$ cat src/rtl/core/tlvp_pkg.sv
// shared types, constants and helpers for the tlv record parser
// no dependencies; imported by every module of the block
`timescale 1ns / 1ps

package tlvp_pkg;

    // value bytes kept per record, capped at the width of value_word
    localparam int VALUE_BYTES = 4;
    localparam int KEEP_BYTES  = (VALUE_BYTES > 4) ? 4 : VALUE_BYTES;

    localparam int HDR_BYTES   = 4;
    localparam int CNT_W       = 3;
    localparam logic [CNT_W-1:0] HDR_CNT  = CNT_W'(HDR_BYTES);
    localparam logic [CNT_W-1:0] KEEP_CNT = CNT_W'(KEEP_BYTES);

    localparam logic [15:0] TYPE_AMP  = 16'h0000;
    localparam logic [15:0] TYPE_XCVR = 16'h0001;

    // output stream packing
    localparam int TDATA_W = 72;
    localparam int TUSER_W = 2;

    typedef enum logic [1:0] {
        STATUS_AMP       = 2'd0,
        STATUS_XCVR      = 2'd1,
        STATUS_UNKNOWN   = 2'd2,
        STATUS_TRUNCATED = 2'd3
    } status_t;

    typedef struct packed {
        logic [7:0] data_byte;
        logic       end_of_datagram;
    } tlvp_byte_t;

    typedef struct packed {
        status_t     record_status;
        logic [15:0] record_type;
        logic [15:0] record_length;
        logic [31:0] value_word;
        logic [2:0]  value_bytes_held;
    } tlvp_result_t;

    function automatic status_t class_of(input logic [15:0] rec_type);
        status_t st;
        if (rec_type == TYPE_AMP)
            st = STATUS_AMP;
        else if (rec_type == TYPE_XCVR)
            st = STATUS_XCVR;
        else
            st = STATUS_UNKNOWN;
        return st;
    endfunction

endpackage

$ cat src/rtl/core/tlvp_in_stage.sv
// input register for the byte stream
// depends on tlvp_pkg
`timescale 1ns / 1ps

module tlvp_in_stage
    import tlvp_pkg::*;
(
    input  logic       clk,
    input  logic       rst_n,
    input  logic       in_valid,
    output logic       in_ready,
    input  tlvp_byte_t in_item,
    output logic       hold_valid,
    output tlvp_byte_t hold_item,
    input  logic       advance
);

    logic       valid_reg;
    logic       valid_next;
    tlvp_byte_t item_reg;

    // take a new transaction when empty or when the held one moves on
    assign in_ready   = !valid_reg || advance;
    assign valid_next = in_ready ? in_valid : valid_reg;

    always_ff @(posedge clk or negedge rst_n)
    begin
        if (!rst_n)
        begin
            valid_reg <= 1'b0;
        end
        else
        begin
            valid_reg <= valid_next;
        end
    end

    always_ff @(posedge clk)
    begin
        if (in_ready && in_valid)
        begin
            item_reg <= in_item;
        end
    end

    assign hold_valid = valid_reg;
    assign hold_item  = item_reg;

endmodule

$ cat src/rtl/core/tlvp_core.sv
// record state and next-state logic: header assembly, value capture, truncation
// depends on tlvp_pkg
`timescale 1ns / 1ps

module tlvp_core
    import tlvp_pkg::*;
(
    input  logic         clk,
    input  logic         rst_n,
    input  logic         step,
    input  tlvp_byte_t   item,
    output logic         produce,
    output tlvp_result_t result
);

    logic [CNT_W-1:0] hc_reg, hc_next;
    logic [31:0]      hs_reg, hs_next;
    logic [15:0]      vr_reg, vr_next;
    logic [31:0]      vs_reg, vs_next;
    logic [CNT_W-1:0] seen_reg, seen_next;

    always_comb
    begin
        hc_next   = hc_reg;
        hs_next   = hs_reg;
        vr_next   = vr_reg;
        vs_next   = vs_reg;
        seen_next = seen_reg;
        produce   = 1'b0;
        result    = '0;

        if (hc_reg < HDR_CNT)
        begin
            hs_next = {hs_reg[23:0], item.data_byte};
            hc_next = hc_reg + 1'b1;
            if (hc_next == HDR_CNT)
            begin
                vs_next   = '0;
                seen_next = '0;
                vr_next   = hs_next[15:0];
                if (hs_next[15:0] == 16'd0)
                begin
                    produce                 = 1'b1;
                    result.record_status    = class_of(hs_next[31:16]);
                    result.record_type      = hs_next[31:16];
                    hc_next                 = '0;
                    hs_next                 = '0;
                end
            end
        end
        else
        begin
            if (seen_reg < KEEP_CNT)
            begin
                for (int i = 0; i < KEEP_BYTES; i++)
                begin
                    if (seen_reg == CNT_W'(i))
                    begin
                        vs_next[31-8*i -: 8] = item.data_byte;
                    end
                end
                seen_next = seen_reg + 1'b1;
            end
            if (vr_reg != 16'd0)
            begin
                vr_next = vr_reg - 1'b1;
            end
            if (vr_next == 16'd0)
            begin
                produce                 = 1'b1;
                result.record_status    = class_of(hs_reg[31:16]);
                result.record_type      = hs_reg[31:16];
                result.record_length    = hs_reg[15:0];
                result.value_word       = vs_next;
                result.value_bytes_held = seen_next;
                hc_next                 = '0;
                hs_next                 = '0;
                vs_next                 = '0;
                seen_next               = '0;
            end
        end

        if (item.end_of_datagram)
        begin
            if (!produce && hc_next != '0)
            begin
                produce              = 1'b1;
                result.record_status = STATUS_TRUNCATED;
                // header incomplete: everything else reads as zero
                if (hc_next == HDR_CNT)
                begin
                    result.record_type      = hs_next[31:16];
                    result.record_length    = hs_next[15:0];
                    result.value_word       = vs_next;
                    result.value_bytes_held = seen_next;
                end
            end
            hc_next   = '0;
            hs_next   = '0;
            vr_next   = '0;
            vs_next   = '0;
            seen_next = '0;
        end
    end

    always_ff @(posedge clk or negedge rst_n)
    begin
        if (!rst_n)
        begin
            hc_reg   <= '0;
            hs_reg   <= '0;
            vr_reg   <= '0;
            vs_reg   <= '0;
            seen_reg <= '0;
        end
        else if (step)
        begin
            hc_reg   <= hc_next;
            hs_reg   <= hs_next;
            vr_reg   <= vr_next;
            vs_reg   <= vs_next;
            seen_reg <= seen_next;
        end
    end

    a_hc_range: assert property (@(posedge clk) disable iff (!rst_n)
        hc_reg <= HDR_CNT)
        else $error("header count beyond header length");

    a_header_clean: assert property (@(posedge clk) disable iff (!rst_n)
        (hc_reg < HDR_CNT) |-> (seen_reg == '0 && vs_reg == '0))
        else $error("value capture not clear during header phase");

    a_seen_cap: assert property (@(posedge clk) disable iff (!rst_n)
        seen_reg <= KEEP_CNT)
        else $error("kept value byte count exceeds limit");

    a_eod_restart: assert property (@(posedge clk) disable iff (!rst_n)
        (step && item.end_of_datagram) |=> (hc_reg == '0 && vr_reg == 16'd0))
        else $error("state not cleared after datagram end");

endmodule

$ cat src/rtl/core/tlvp_out_stage.sv
// result register feeding the output stream
// depends on tlvp_pkg
`timescale 1ns / 1ps

module tlvp_out_stage
    import tlvp_pkg::*;
(
    input  logic         clk,
    input  logic         rst_n,
    input  logic         load,
    input  tlvp_result_t load_result,
    output logic         free,
    output logic         out_valid,
    input  logic         out_ready,
    output tlvp_result_t out_result
);

    logic         valid_reg;
    logic         valid_next;
    tlvp_result_t result_reg;

    assign free = !valid_reg || out_ready;

    always_comb
    begin
        valid_next = valid_reg;
        if (out_ready)
        begin
            valid_next = 1'b0;
        end
        if (load)
        begin
            valid_next = 1'b1;
        end
    end

    always_ff @(posedge clk or negedge rst_n)
    begin
        if (!rst_n)
        begin
            valid_reg <= 1'b0;
        end
        else
        begin
            valid_reg <= valid_next;
        end
    end

    always_ff @(posedge clk)
    begin
        if (load)
        begin
            result_reg <= load_result;
        end
    end

    assign out_valid  = valid_reg;
    assign out_result = result_reg;

endmodule

$ cat src/rtl/core/tlv_record_parser.sv
// tlv record parser: splits a byte stream into type-length-value records
// m_axis_tvalid rises once the closing byte has passed the input and result registers
// throughput: 1 byte per cycle while m_axis_tready is high; parse state advances once per byte
// reset (rst_n, async, active low) empties both registers and clears the record state
// depends on tlvp_pkg, tlvp_in_stage, tlvp_core, tlvp_out_stage
`timescale 1ns / 1ps

module tlv_record_parser
    import tlvp_pkg::*;
(
    input  logic               clk,
    input  logic               rst_n,
    input  logic               s_axis_tvalid,
    output logic               s_axis_tready,
    input  logic [7:0]         s_axis_tdata,   // data_byte
    input  logic               s_axis_tlast,   // end_of_datagram
    output logic               m_axis_tvalid,
    input  logic               m_axis_tready,
    output logic [TDATA_W-1:0] m_axis_tdata,   // record_type, record_length, value_word,
                                               // value_bytes_held, zero pad
    output logic [TUSER_W-1:0] m_axis_tuser    // record_status
);

    tlvp_byte_t   in_item;
    tlvp_byte_t   hold_item;
    logic         hold_valid;
    logic         advance;
    logic         out_free;
    logic         produce;
    tlvp_result_t core_result;
    tlvp_result_t out_result;

    assign in_item.data_byte       = s_axis_tdata;
    assign in_item.end_of_datagram = s_axis_tlast;

    assign advance = hold_valid && out_free;

    tlvp_in_stage u_in (
        .clk        (clk),
        .rst_n      (rst_n),
        .in_valid   (s_axis_tvalid),
        .in_ready   (s_axis_tready),
        .in_item    (in_item),
        .hold_valid (hold_valid),
        .hold_item  (hold_item),
        .advance    (advance)
    );

    tlvp_core u_core (
        .clk     (clk),
        .rst_n   (rst_n),
        .step    (advance),
        .item    (hold_item),
        .produce (produce),
        .result  (core_result)
    );

    tlvp_out_stage u_out (
        .clk         (clk),
        .rst_n       (rst_n),
        .load        (advance && produce),
        .load_result (core_result),
        .free        (out_free),
        .out_valid   (m_axis_tvalid),
        .out_ready   (m_axis_tready),
        .out_result  (out_result)
    );

    assign m_axis_tdata = {5'b0, out_result.value_bytes_held, out_result.value_word,
                           out_result.record_length, out_result.record_type};
    assign m_axis_tuser = out_result.record_status;

endmodule

$ cat config.mk
export PLATFORM = sky130hd
export DESIGN_NAME = tlv_record_parser
export DESIGN_NICKNAME = d
export VERILOG_FILES = /design/src/rtl/core/tlvp_pkg.sv /design/src/rtl/core/tlvp_in_stage.sv /design/src/rtl/core/tlvp_core.sv /design/src/rtl/core/tlvp_out_stage.sv /design/src/rtl/core/tlv_record_parser.sv
export SDC_FILE = /design/constraint.sdc
export NUM_CORES = 1
export LEC_CHECK = 0
export BUFFER_PORTS_ARGS = -buffer_cell sky130_fd_sc_hd__buf_2
export CAP_MARGIN = 20
export CELL_PAD_IN_SITES_DETAIL_PLACEMENT = 1
export CELL_PAD_IN_SITES_GLOBAL_PLACEMENT = 2
export CORE_MARGIN = 5
export CORE_UTILIZATION = 40
export DETAILED_ROUTE_END_ITERATION = 12
export GPL_ROUTABILITY_DRIVEN = 0
export PLACE_DENSITY = 0.78
export RECOVER_POWER = 50
export SYNTH_ARGS = -nofsm -noshare
export SYNTH_HDL_FRONTEND = slang
export SYNTH_HIERARCHICAL = 1
export SYNTH_SLANG_ARGS = --single-unit
$ cat constraint.sdc
create_clock -name clk -period 6.77 [get_ports clk]
set_input_delay 0 -clock clk [delete_from_list [all_inputs] [get_ports clk]]
set_output_delay 0 -clock clk [all_outputs]
set_load 0.05 [all_outputs]
==> results_dict.tcl, run 1 <==
set metrics [dict create \
    status "finished with violations" \
    violations "max-capacitance violations, max-slew violations" \
    cts_setup_buffers 0 \
    netlist_instances 668 \
    clk_latency_ns 0.42 \
    largest_reg_flops 69 \
    cts.path.max_buffers 2 \
    leakage_uw 0.00375 \
    ys_types 62 \
    cp.arrival_ns 5.48 \
    hold_class "input port to flop" \
    num-fill-cells 2111 \
    yosysSeqAreaShare_pct 57.5 \
    hold_violations 0 \
    die_w_um 151 \
    synth_area_sq_mm 0.00790 \
    cp.required_ns 6.83 \
    tightest_slew_ns 3.59 \
    timing_worst_setup_path_type "flop to flop" \
    cp-startpoint "u_core/hc_reg[2]" \
    fin_util_pct 47.3 \
    cts_resized 0 \
    rsz0062_at_grt "no" \
    critPathMaxFanout 56 \
    worstSetupStartpointType "flop" \
    place_area_sq_mm 0.00861 \
    overflow 0 \
    cellPowerDensity_mw_per_mm2 482 \
    crit_slowest_cell "clkbuf_1" \
    start_util_pct 40.6 \
    root_buffer "clkbuf_16" \
    numClockSinks 166 \
    grt_pass1_wl_mm 34.5 \
    area_delta_synth_final_pct 16.5 \
    min_period_over_period_pct 80.0 \
    via_per_inst 5.82 \
    min_period_ns 5.41 \
    vdd_drop_max_v 0.000268 \
    yosysWarnings 6 \
    synthArstFlopShare_pct 53.0 \
    maxSlewHeadroom_pct -139 \
    fin_skew_ns 0.00661 \
    max_cap_viol_count 4 \
    drtIter0Drc 354 \
    max_freq_mhz 185 \
    path_clk_slew_ns 0.07 \
    firstDrtPassIters 4 \
    fp.dieH_um 151 \
    core.rowCount 51 \
    netlist_top_cells_area "edfxtp_1 (30%), dfrtp_1 (28%), a22o_1 (12%)" \
    postRouteWirelength_mm 21.8 \
    slew_viol_final 184 \
    end_kind "flop" \
    grt_max_degree 64 \
    avgSynthCellArea_sq_um 11.8 \
    finalSetupViolations 0 \
    via_count 6008 \
    synth_top_area_share_pct 29.6 \
    post_drt_wl_per_cell_um 21.1 \
    worstReg2RegStart "u_core/hc_reg[2]" \
    cts_hold_buffers 12 \
    grt_usage_pct 19.5 \
    io_buffers 83 \
    final_layout_size_suffix_gt1_share_pct 11.7 \
    htree_levels 4 \
    grt_pass1_vias 6188 \
    synthFlopType "dfrtp_1" \
    path_cells "clkbuf_1, inv_1, ha_1, nor4b_1, nand2_1, nor3_1, o21ai_0, o21ai_0, o211ai_1, and3_2, buf_4" \
    hp-start "s_axis_tdata[1]" \
    path_common_cell "o21ai_0" \
    drc 0 \
    final_cell_area_sq_mm 0.00921 \
    die-area_sq_mm 0.0227 \
    synth-seq-cells 166 \
    io_pins 89 \
    hpwl_mm 14.2 \
    max_stage_delay_ns 1.82 \
    grt_antenna_before_repair 0 \
    cts_tree "yes" \
    layout.nets 775 \
    coreArea_sq_mm 0.0195 \
    synth_area_leader_cell "edfxtp_1" \
    antenna_cells 0 \
    cts_buffers 17 \
    p_total_uw 4440 \
    setup_tns_ns 0 \
    drtAntennaViolNets 0 \
    synth-edff-count 78 \
]
==> cell type report <==
| cell class | instances | area [sq um] | share of cell area, % |
|---|---|---|---|
| repair buffers | 114 | 597 | 6.48 |
| inverters | 17 | 63.8 | 0.693 |
| well taps | 265 | 332 | 3.60 |
| clock buffers | 17 | 425 | 4.62 |
| flip-flops and latches | 166 | 4540 | 49.4 |
| multi-input cells | 439 | 3070 | 33.4 |
| clock inverters | 15 | 170 | 1.85 |
==> layout by cell type, fill, tap and decap left out, drive strengths merged, types with 9 or more instances in the layout <==
| cell | count |
|---|---|
| mux2 | 9 |
| nor2 | 81 |
| nand2 | 21 |
| clkbuf | 93 |
| buf | 26 |
| a22o | 107 |
| dfrtp | 88 |
| nor4 | 16 |
| dlygate4sd3 | 12 |
| edfxtp | 78 |
| a21oi | 44 |
| a32o | 9 |
| nor3 | 19 |
| inv | 24 |
| mux2i | 28 |
| o21ai | 12 |
==> cells in the mapped netlist (all sizes together), types with 3 or more instances <==
library cell / n
a22o: 107
dfrtp: 88
nor2: 81
edfxtp: 78
a21oi: 44
clkbuf: 32
mux2i: 28
nand2: 21
nor3: 19
buf: 18
inv: 17
nor4: 16
o21ai: 12
a32o: 9
mux2: 9
ha: 7
nand3: 7
o31ai: 7
or4: 6
xnor2: 6
or2: 5
a31oi: 4
nand2b: 4
o22ai: 4
a211oi: 3
a21o: 3
xor2: 3
==> worst max-delay path: cells and delay by family, from the launching register on <==
family	cells	cell delay, ns
flip-flops	1	0.32
AND/OR/NAND/NOR	4	1.09
AO/OA/AOI/OAI	3	0.56
adder cells (fa/ha/maj)	1	0.42
buffers and inverters	3	2.62
==> where the power goes <==
part,switching [uW],internal [uW],total [uW]
clock network,428,555,983
logic,1300,616,1920
registers,236,1300,1540
==> metrics by stage <==
stage,hold slack [ns],setup slack [ns],cells
final,0.279,1.36,1033
after global routing,0.271,0.887,1033
after CTS,0.0305,1.84,1031
after detailed placement,-0.0547,1.87,987
after global placement,-0.0637,2.08,985
after floorplan,-0.296,1.90,672
==> cell families (layout without fill, tap and decap cells) <==
family / count (synthesis) / after routing / synth area share [%]
xor+xnor: 9 / 9 / 0.998
other cells: 1 / 5 / 0.0475
flops: 166 / 166 / 57.5
mux: 37 / 37 / 4.83
fa+ha+maj: 7 / 7 / 1.11
simple gates: 173 / 173 / 11.5
compound gates: 208 / 208 / 20.3
buf+inv: 67 / 163 / 3.67
==> per-layer routing <==
| metal | routed length [um] | track usage, % | vias to the layer above |
|---|---|---|---|
| met5 | 0 | 0 | - |
| met4 | 295 | 5.44 | 0 |
| met3 | 988 | 3.16 | 19 |
| met2 | 10500 | 31.4 | 161 |
| met1 | 10000 | 27.5 | 3098 |
| li1 | - | - | 2730 |
==> final timing paths <==
path / end / slack (ns) / cells past startpoint
min: u_in/hold_item[2] / 0.28 / 2
max: u_out/out_result[64] / 1.36 / 11
min in group asynchronous: u_core/vs_reg[2] / 0.49 / 2
max in group asynchronous: u_core/hs_reg[23] / 2.17 / 3
min reg2reg: u_core/vs_reg[20] / 0.53 / 1
max reg2reg: u_out/out_result[64] / 1.36 / 11
No activity file was read; power rests on OpenSTA's default activity.
==> run 2: changes to the inputs <==
==> constraint.sdc (replaced) <==
create_clock -name clk -period 5.6 [get_ports clk]
set_input_delay 0 -clock clk [delete_from_list [all_inputs] [get_ports clk]]
set_output_delay 0 -clock clk [all_outputs]
set_load 0.05 [all_outputs]
==> results_dict.tcl, run 2 (synthesized netlist as in run 1, its figures left out) <==
set metrics [dict create \
    max_freq_mhz 216 \
    finalSetupViolations 0 \
    critPathMaxFanout 45 \
    violations "max-capacitance violations, max-slew violations" \
    max_cap_viol_count 1 \
    status "finished with violations" \
    slew_viol_final 69 \
    fin_cells 1033 \
    root_buffer "clkbuf_16" \
    post_drt_wl_per_cell_um 21.3 \
    grt_pass1_wl_mm 34.3 \
    hold_class "input port to flop" \
    setup_tns_ns 0 \
    final_cell_area_sq_mm 0.00923 \
    cts_tree "yes" \
    io_buffers 83 \
    hpwl_mm 14.3 \
    path_cells "inv_1, ha_1, or3b_1, nor4_1, mux2i_1, o2111ai_1, nor3_4, buf_4, nand2_1, o211ai_1, and3_2, buf_12" \
    path_clk_slew_ns 0.07 \
    grt_usage_pct 19.6 \
    postRouteWirelength_mm 22.0 \
    htree_levels 4 \
    timing_worst_setup_path_type "flop to flop" \
    maxSlewHeadroom_pct -19.4 \
    start_util_pct 40.6 \
    rsz0062_at_grt "no" \
    io_pins 89 \
    core.rowCount 51 \
    cp.arrival_ns 4.75 \
    largest_reg_flops 69 \
    max_stage_delay_ns 0.69 \
    dp_slack_ns 1.26 \
    die-area_sq_mm 0.0227 \
    overflow 0 \
    leakage_uw 0.00377 \
    vdd_drop_max_v 0.000293 \
    grt_pass1_vias 6117 \
    min_period_over_period_pct 82.8 \
    cts_setup_buffers 0 \
    cp.required_ns 5.71 \
    drtAntennaViolNets 0 \
    antenna_cells 0 \
    numClockSinks 166 \
    final_layout_size_suffix_gt1_share_pct 11.5 \
    path_buf_inv 3 \
    grt_antenna_before_repair 0 \
    firstDrtPassIters 5 \
    fp.dieH_um 151 \
    hold_violations 0 \
    dp_cells 985 \
    via_count 5991 \
    cts_buffers 17 \
    crit_slowest_cell "and3_2" \
    cts.path.max_buffers 2 \
    area_delta_synth_final_pct 16.7 \
    grt_max_degree 69 \
    final_common_cell "a22o_1" \
    tightest_slew_ns 1.79 \
    die_w_um 151 \
    cellPowerDensity_mw_per_mm2 585 \
    path_delay_family "simple AND/OR/NAND/NOR gates" \
    place_area_sq_mm 0.00859 \
    cts_resized 0 \
    worstSetupStartpointType "flop" \
    end_kind "flop" \
    fin_skew_ns 0.00862 \
    via_per_inst 5.80 \
    min_period_ns 4.64 \
    final_cell_mix "a22o_1 (107), dfrtp_1 (88), nor2_1 (81)" \
    fin_ws_ns 0.962 \
    drc 0 \
    drtIter0Drc 355 \
    coreArea_sq_mm 0.0195 \
    clk_latency_ns 0.43 \
    layout.nets 775 \
]
run 2: cell types whose count changed in the layout (fill, tap and decap cells not counted), moves of 2 or more:
| cell | delta |
|---|---|
| bufinv_16 | +2 |
| clkbuf_1 | -2 |
| dlygate4sd3_1 | +2 |
| inv_8 | -3 |
| nor4_1 | +2 |
run 2: repair_timing:
| item | CTS | global route |
|---|---|---|
| hold buffers | 14 | 0 |
| setup endpoints to repair | 0 | 0 |
| endpoints found under the hold margin | 40 | 0 |
run 2: worst paths after layout:
check / cells past startpoint / from / slack (ns) / to
min in group asynchronous: 3 / rst_n / 0.57 / u_core/vr_reg[14]
max reg2reg: 12 / u_core/vr_reg[0] / 0.96 / u_out/out_result[25]
min reg2reg: 1 / u_core/vs_reg[31] / 0.53 / u_core/vs_reg[31]
min: 2 / s_axis_tdata[5] / 0.27 / u_in/hold_item[6]
max: 12 / u_core/vr_reg[0] / 0.96 / u_out/out_result[25]
max in group asynchronous: 4 / rst_n / 2.94 / u_core/hs_reg[6]
run 2: final cells by class:
type,instances,area [sq um]
clock buffers,18,429
multi-input cells,439,3050
well taps,265,332
repair buffers,114,607
inverters,17,63.8
clock inverters,14,196
fillers,2076,10200
flip-flops and latches,166,4540
run 2: worst reg2reg max path, cell delays in order (launching register included):
cell and delay [ns]:
dfrtp_1 0.42, inv_1 0.16, ha_1 0.26, or3b_1 0.52, nor4_1 0.60, mux2i_1 0.34, o2111ai_1 0.25, nor3_4 0.21
buf_4 0.28, nand2_1 0.10, o211ai_1 0.14, and3_2 0.69, buf_12 0.33
run 2: power by group:
group | internal [uW] | switching, uW
clock network | 752 | 503
registers | 1570 | 308
logic | 720 | 1540
run 2: through the flow:
| step | total power, uW | utilization (%) | hold slack, ns |
|---|---|---|---|
| 2_1_floorplan | 3600 | - | -0.296 |
| 3_3_place_gp | 4130 | 44.1 | -0.0958 |
| 3_5_place_dp | 4210 | 44.1 | -0.0883 |
| 4_1_cts | 5490 | 48.1 | 0.255 |
| 5_1_grt | 5700 | 47.4 | 0.260 |
| 6_report | 5400 | 47.4 | 0.273 |
run 2: per-layer routing:
layer / global-route usage [%] / up-vias / part of all wire (%)
met4: 5.40 / 0 / 1.3
met2: 32.0 / 167 / 49
li1: - / 2721 / -
met3: 3.67 / 15 / 4.5
met1: 26.8 / 3088 / 45
met5: 0 / - / 0
